<file path="config.mk">
export PLATFORM = sky130hd
export DESIGN_NAME = vertex_attribute_to_float32
export DESIGN_NICKNAME = d
export VERILOG_FILES = /design/src/rtl/vatf_pkg.sv /design/src/rtl/vatf_convert.sv /design/src/rtl/vertex_attribute_to_float32.sv
export VERILOG_INCLUDE_DIRS = /design/src /design/src/rtl
export SDC_FILE = /design/constraint.sdc
export NUM_CORES = 1
export LEC_CHECK = 0
export BUFFER_PORTS_ARGS = -buffer_cell sky130_fd_sc_hd__buf_2
export CAP_MARGIN = 30
export CORE_MARGIN = 10
export CORE_UTILIZATION = 53
export CTS_BUF_LIST = sky130_fd_sc_hd__clkbuf_4
export DETAILED_ROUTE_END_ITERATION = 8
export PLACE_DENSITY = 0.76
export SLEW_MARGIN = 10
export SYNTH_ARGS = -nofsm -noshare
export SYNTH_HDL_FRONTEND = slang
export SYNTH_SLANG_ARGS = --single-unit
</file>
<file path="constraint.sdc">
create_clock -name clock -period 14.6 [get_ports clock]
set_input_delay 1.46 -clock clock [delete_from_list [all_inputs] [get_ports clock]]
set_output_delay 1.46 -clock clock [all_outputs]
set_load 0.05 [all_outputs]
</file>
<file path="src/rtl/vertex_attribute_to_float32_defines.svh">
// Assertion macros used by the vertex attribute converter RTL
`ifndef VERTEX_ATTRIBUTE_TO_FLOAT32_DEFINES_SVH
`define VERTEX_ATTRIBUTE_TO_FLOAT32_DEFINES_SVH

// same-cycle implication, checked outside reset
`define VATF_ASSERT_IMPL(label, ante, cons) \
   label: assert property (@(posedge clock) disable iff (reset) (ante) |-> (cons)) \
      else $error("vatf check failed");

// next-cycle implication, checked outside reset
`define VATF_ASSERT_NEXT(label, ante, cons) \
   label: assert property (@(posedge clock) disable iff (reset) (ante) |=> (cons)) \
      else $error("vatf check failed");

`endif

</file>
<file path="src/rtl/vatf_pkg.sv">
// Package: types and constants of the vertex attribute converter
`default_nettype none
package vatf_pkg;
   localparam int RawWidth   = 32;
   localparam int FloatWidth = 32;
   localparam int CsrIdxWidth  = 8;
   localparam int CsrDataWidth = 32;

   typedef logic [2:0] src_type_type;

   localparam src_type_type SRC_SBYTE  = 3'd0;
   localparam src_type_type SRC_UBYTE  = 3'd1;
   localparam src_type_type SRC_SSHORT = 3'd2;
   localparam src_type_type SRC_USHORT = 3'd3;
   localparam src_type_type SRC_HALF   = 3'd4;
   localparam src_type_type SRC_FLOAT  = 3'd5;

   localparam logic [CsrIdxWidth-1:0] CSR_SRC_KIND  = 8'd0;
   localparam logic [CsrIdxWidth-1:0] CSR_NORMALIZE = 8'd1;

   typedef struct packed {
      src_type_type src_kind;
      logic         normalize_enable;
   } cfg_type;

   // scale exponents (biased) and mantissas with hidden bit
   localparam logic [7:0]  EXP_ONE   = 8'd127;
   localparam logic [23:0] MANT_ONE  = 24'h800000;
   localparam logic [7:0]  EXP_127   = 8'd120;
   localparam logic [23:0] MANT_127  = 24'h810204;
   localparam logic [7:0]  EXP_255   = 8'd119;
   localparam logic [23:0] MANT_255  = 24'h808081;
   localparam logic [7:0]  EXP_32767 = 8'd112;
   localparam logic [23:0] MANT_32767 = 24'h800100;
   localparam logic [7:0]  EXP_65535 = 8'd111;
   localparam logic [23:0] MANT_65535 = 24'h800080;

   localparam logic [FloatWidth-1:0] FLOAT_MINUS_ONE = 32'hBF800000;
endpackage
`default_nettype wire

</file>
<file path="src/rtl/vatf_convert.sv">
// Conversion datapath: raw component word to binary32 bits
`default_nettype none
module vatf_convert (
   input  wire vatf_pkg::cfg_type               cfg,
   input  wire logic [vatf_pkg::RawWidth-1:0]   raw,
   output logic      [vatf_pkg::FloatWidth-1:0] float_bits
);
   import vatf_pkg::*;

   logic        neg;
   logic        is_min;
   logic [15:0] sval;
   logic [15:0] mag;
   logic [7:0]  sc_exp;
   logic [23:0] sc_mant;
   logic [39:0] prod;
   logic [3:0]  msb;
   logic [5:0]  lead;
   logic [5:0]  shamt;
   logic [39:0] norm;
   logic [22:0] mant;
   logic        round_up;
   logic [23:0] mant_r;
   logic [8:0]  exp_sum;
   logic [31:0] int_bits;
   logic [4:0]  h_exp;
   logic [9:0]  h_man;
   logic [3:0]  h_msb;
   logic [9:0]  h_sub;
   logic [7:0]  h_sub_exp;
   logic [31:0] half_bits;

   always_comb begin
      neg     = 1'b0;
      sval    = 16'd0;
      is_min  = 1'b0;
      sc_exp  = EXP_ONE;
      sc_mant = MANT_ONE;
      case (cfg.src_kind)
         SRC_SBYTE: begin
            neg    = raw[7];
            sval   = {{8{raw[7]}}, raw[7:0]};
            is_min = (raw[7:0] == 8'h80);
            if (cfg.normalize_enable) begin
               sc_exp  = EXP_127;
               sc_mant = MANT_127;
            end
         end
         SRC_UBYTE: begin
            sval = {8'd0, raw[7:0]};
            if (cfg.normalize_enable) begin
               sc_exp  = EXP_255;
               sc_mant = MANT_255;
            end
         end
         SRC_SSHORT: begin
            neg    = raw[15];
            sval   = raw[15:0];
            is_min = (raw[15:0] == 16'h8000);
            if (cfg.normalize_enable) begin
               sc_exp  = EXP_32767;
               sc_mant = MANT_32767;
            end
         end
         SRC_USHORT: begin
            sval = raw[15:0];
            if (cfg.normalize_enable) begin
               sc_exp  = EXP_65535;
               sc_mant = MANT_65535;
            end
         end
         default: begin
            sval = 16'd0;
         end
      endcase
   end

   assign mag  = neg ? (~sval + 16'd1) : sval;
   assign prod = 40'(mag) * 40'(sc_mant);

   always_comb begin
      msb = 4'd0;
      for (int i = 0; i < 16; i++) begin
         if (mag[i]) begin
            msb = 4'(i);
         end
      end
   end

   assign lead     = prod[6'(msb) + 6'd24] ? (6'(msb) + 6'd24) : (6'(msb) + 6'd23);
   assign shamt    = 6'd39 - lead;
   assign norm     = prod << shamt;
   assign mant     = norm[38:16];
   assign round_up = norm[15] & ((|norm[14:0]) | norm[16]);
   assign mant_r   = {1'b0, mant} + 24'(round_up);
   assign exp_sum  = 9'(lead) + 9'(sc_exp) - 9'd23 + 9'(mant_r[23]);

   always_comb begin
      if (mag == 16'd0) begin
         int_bits = 32'd0;
      end else if (cfg.normalize_enable && is_min) begin
         int_bits = FLOAT_MINUS_ONE;
      end else begin
         int_bits = {neg, exp_sum[7:0], mant_r[22:0]};
      end
   end

   assign h_exp = raw[14:10];
   assign h_man = raw[9:0];

   always_comb begin
      h_msb = 4'd0;
      for (int i = 0; i < 10; i++) begin
         if (h_man[i]) begin
            h_msb = 4'(i);
         end
      end
   end

   assign h_sub     = h_man << (4'd10 - h_msb);
   assign h_sub_exp = 8'd103 + 8'(h_msb);

   always_comb begin
      if (h_exp == 5'd0) begin
         if (h_man == 10'd0) begin
            half_bits = {raw[15], 31'd0};
         end else begin
            half_bits = {raw[15], h_sub_exp, h_sub, 13'd0};
         end
      end else if (h_exp == 5'h1F) begin
         half_bits = {raw[15], 8'hFF, h_man, 13'd0};
      end else begin
         half_bits = {raw[15], 8'(h_exp) + 8'd112, h_man, 13'd0};
      end
   end

   always_comb begin
      case (cfg.src_kind)
         SRC_SBYTE, SRC_UBYTE, SRC_SSHORT, SRC_USHORT: float_bits = int_bits;
         SRC_HALF:  float_bits = half_bits;
         SRC_FLOAT: float_bits = raw;
         default:   float_bits = 32'd0;
      endcase
   end
endmodule
`default_nettype wire

</file>
<file path="src/rtl/vertex_attribute_to_float32.sv">
// Top level: vertex attribute component to binary32 converter
// channel | dir | handshake          | word
// req     | in  | req_valid/stall    | raw_component, last_in
// rsp     | out | rsp_valid/stall    | float_bits, last_out
// csr     | in  | csr_valid/ready    | index, data
// One word per cycle sustained while rsp_stall stays low; a word passes the input register, then the result register.
// The conversion (for integer sources one 16x24 multiply with normalize and round) sits between the two.
// Synchronous active-high reset clears valids and config (sbyte, no normalize).
// A stalled result holds; the input register still fills behind it.
`default_nettype none
`include "vertex_attribute_to_float32_defines.svh"
module vertex_attribute_to_float32 (
   input  wire  logic                               clock,
   input  wire  logic                               reset,
   input  wire  logic                               req_valid,
   output logic                                     req_stall,
   input  wire  logic [vatf_pkg::RawWidth-1:0]      req_raw_component,
   input  wire  logic                               req_last_in,
   output logic                                     rsp_valid,
   input  wire  logic                               rsp_stall,
   output logic       [vatf_pkg::FloatWidth-1:0]    rsp_float_bits,
   output logic                                     rsp_last_out,
   input  wire  logic                               csr_valid,
   output logic                                     csr_ready,
   input  wire  logic [vatf_pkg::CsrIdxWidth-1:0]   csr_index,
   input  wire  logic [vatf_pkg::CsrDataWidth-1:0]  csr_data
);
   import vatf_pkg::*;

   cfg_type                cfg_ff;
   cfg_type                cfg_in;
   logic                   s1_valid_ff;
   logic                   s1_valid_in;
   logic [RawWidth-1:0]    s1_raw_ff;
   logic                   s1_last_ff;
   logic                   rsp_valid_ff;
   logic                   rsp_valid_in;
   logic [FloatWidth-1:0]  rsp_bits_ff;
   logic                   rsp_last_ff;
   logic [FloatWidth-1:0]  conv_bits;
   logic                   rsp_load;
   logic                   req_take;

   assign csr_ready = 1'b1;

   always_comb begin
      cfg_in = cfg_ff;
      if (csr_valid && csr_ready) begin
         if (csr_index == CSR_SRC_KIND) begin
            cfg_in.src_kind = csr_data[2:0];
         end else if (csr_index == CSR_NORMALIZE) begin
            cfg_in.normalize_enable = csr_data[0];
         end
      end
   end

   assign rsp_load     = !rsp_valid_ff || !rsp_stall;
   assign req_stall    = s1_valid_ff && !rsp_load;
   assign req_take     = req_valid && !req_stall;
   assign s1_valid_in  = req_take || (s1_valid_ff && !rsp_load);
   assign rsp_valid_in = rsp_load ? s1_valid_ff : rsp_valid_ff;

   vatf_convert u_convert (
      .cfg        (cfg_ff),
      .raw        (s1_raw_ff),
      .float_bits (conv_bits)
   );

   always_ff @(posedge clock) begin
      if (reset) begin
         cfg_ff       <= '0;
         s1_valid_ff  <= 1'b0;
         rsp_valid_ff <= 1'b0;
      end else begin
         cfg_ff       <= cfg_in;
         s1_valid_ff  <= s1_valid_in;
         rsp_valid_ff <= rsp_valid_in;
      end
   end

   always_ff @(posedge clock) begin
      if (req_take) begin
         s1_raw_ff  <= req_raw_component;
         s1_last_ff <= req_last_in;
      end
      if (rsp_load && s1_valid_ff) begin
         rsp_bits_ff <= conv_bits;
         rsp_last_ff <= s1_last_ff;
      end
   end

   assign rsp_valid      = rsp_valid_ff;
   assign rsp_float_bits = rsp_bits_ff;
   assign rsp_last_out   = rsp_last_ff;

   `VATF_ASSERT_IMPL(a_block_when_full, s1_valid_ff && rsp_valid_ff && rsp_stall, req_stall)
   `VATF_ASSERT_NEXT(a_s1_drains, s1_valid_ff && !(rsp_valid_ff && rsp_stall), rsp_valid_ff)
   `VATF_ASSERT_IMPL(a_rsp_from_s1, rsp_valid_ff && !$past(rsp_valid_ff), $past(s1_valid_ff))
   `VATF_ASSERT_NEXT(a_take_fills, req_valid && !req_stall, s1_valid_ff)
endmodule
`default_nettype wire
</file>
==> out/metrics.cfg <==
[sta]
grt_setup_unrepaired=false
fmax_mhz=72.3
fin_crit_sh=0.947
hold_violations=0
setup_viol=0
relSlewSlack=0.384
skew_ns=0.0136
fin_setup_tns_ns=0
tightest_slew_ns=0.914
finalMaxSlewViolations=0
fin_crit_ns=13.83

[route]
postRouteAntennaNets=0
drc=0
routed_wirelength_microns=44400
vias=14100
dr.first_iter.drc_count=1672
routedWlPerCell_microns=20.2
first_pass_iters=6
viasPerCell=6.41

[layout]
nNetsFinal=2179
drive_above_1_share=0.121
final_common_cell=ha_1
areaGrowthSynthToFinish_pct=7.21
fin_cells=2199
final_cell_mix=ha_1, nor2_1, inv_1

[synthesis]
yosys_warnings=0
synth-main-ff-cell=edfxtp_1
yosysSeqAreaShare=0.147
ys_async_sr_fraction=0
synth_seq_cells=72
synth_area_sq_um=14300
synthCells=1773
avgSynthCellArea_sq_um=8.05
yosysUniqueCellTypes=114
synth-edff-count=66

[global_route]
grt_overflow=0
grt_usage=0.256
grt_pass1_vias=13800
grt_pass1_wl_microns=71200
grt_max_degree=34
grt_antenna_before_repair=1

[cts]
cts_setup_buffers=0
htreeDepth=3
cts.sinks=72
cts_made_buffers=9
clk_latency_ns=0.41
cts_resized=0
path_clk_slew_ns=0.12
clock_path_buffers=2
clockRootBuffer=clkbuf_4
cts_tree=done
hold_buffers=0

[floorplanning]
initial_core_util=0.534
die_x_microns=184
io_pins=114
core_area_sq_um=26700
fp.dieArea_sq_um=33900
fp-row-count=60
dieHeight_microns=184

[flow_run]
maxCapViolations=0

[placement]
post-place-cells=2182
routabilityCongestion=1.02
dpl.hpwl_microns=35900
io_buffers=83

[power]
irDropWorstVdd_mv=0.0376
powerDensity_nw_per_um2=103
p_leak_uw=0.00726

[setup_path]
crit_type=reg2reg
cp.arrival_ns=13.98
crit_path_max_incr_delay_ns=0.55
crit_fanout=30
critPathMostFrequentCell=inv_1
worstPathRequired_ns=14.75
crit_path_end_kind=flop
start_kind=flop
slowest_stage=o31ai_1

[run_status]
status=complete, no violations

[min_path]
hold_path.class=reg2reg

## per-stage QoR
stage	power [uW]	utilization	cell area [sq um]	setup WS, ns	hold WS [ns]
6_report	1580	0.573	15300	0.767	0.457
4_1_cts	1550	0.573	15300	1.13	0.457
3_3_place_gp	1410	0.567	15100	1.33	0.408
5_1_grt	1690	0.573	15300	0.0756	0.480
3_5_place_dp	1420	0.568	15200	1.21	0.424
2_1_floorplan	1130	-	14400	2.28	0.400
## state kept, by name, indices dropped and copies added, names as in the netlist
name,cells
cfg_ff,4
s1_valid_ff,1
rsp_last_out,1
rsp_float_bits,32
rsp_valid,1
s1_last_ff,1
s1_raw_ff,32
## Yosys cell counts, types with 28 or more instances
cell,n,area [sq um]
ha_1,186,2330
nor2_1,176,661
inv_1,172,646
nand2_1,157,589
a21oi_1,101,505
o21ai_0,75,375
edfxtp_1,66,1980
fa_1,62,1240
clkbuf_1,55,206
nand3_1,40,200
nor3_1,37,185
xor2_1,33,289
mux2i_1,32,320
o22ai_1,32,200
xnor2_1,32,280
o211ai_1,28,210
## final cells by class
type                       count  area, sq um
antenna                        1         2.50
clock buffer                   9         67.6
clock inverter                 6         61.3
fill                        2499        11400
inverter                     179          672
multi-input combinational   1461        11200
sequential                    72         2100
tap                          341          427
timing repair buffer         130          781
## worst max-delay path, delay by kind of cell (launching register included)
family          cells  cell delay, ns
flops               1            0.33
compound gates     18            4.84
xor+xnor            1            0.20
fa+ha+maj          10            3.67
simple gates       11            2.33
mux                 1            0.37
buf+inv            11            1.82
## cell families after synthesis
logic type      after synthesis  synth area share
flops                        72             0.147
xor+xnor                     66            0.0410
buf+inv                     279            0.0803
simple gates                577             0.205
compound gates              486             0.244
other cells                   2          0.000526
mux                          43            0.0327
fa+ha+maj                   248             0.250
## routing by layer
layer  wire length [microns]  part of all wire  track usage
met2                   20700              0.47        0.436
met3                    3510             0.079       0.0287
met5                       0                 0            0
met1                   18300              0.41        0.321
met4                    1850             0.042        0.105
## power breakdown
part,total (uW),internal (uW),switching (uW)
logic,1180,417,760
registers,283,267,16.0
clock network,118,50.4,67.8
## worst paths after layout
check,start,endpoint,slack (ns),cells past startpoint
worst max-delay path,cfg_ff[3]$_SDFFE_PP0P_,rsp_float_bits[30]$_DFFE_PP_,0.77,52
worst min-delay path,s1_last_ff$_DFFE_PP_,rsp_last_out$_DFFE_PP_,0.46,0
worst max register to register,cfg_ff[3]$_SDFFE_PP0P_,rsp_float_bits[30]$_DFFE_PP_,0.77,52
worst min register to register,s1_last_ff$_DFFE_PP_,rsp_last_out$_DFFE_PP_,0.46,0
No activity file was read; power rests on OpenSTA's default activity.
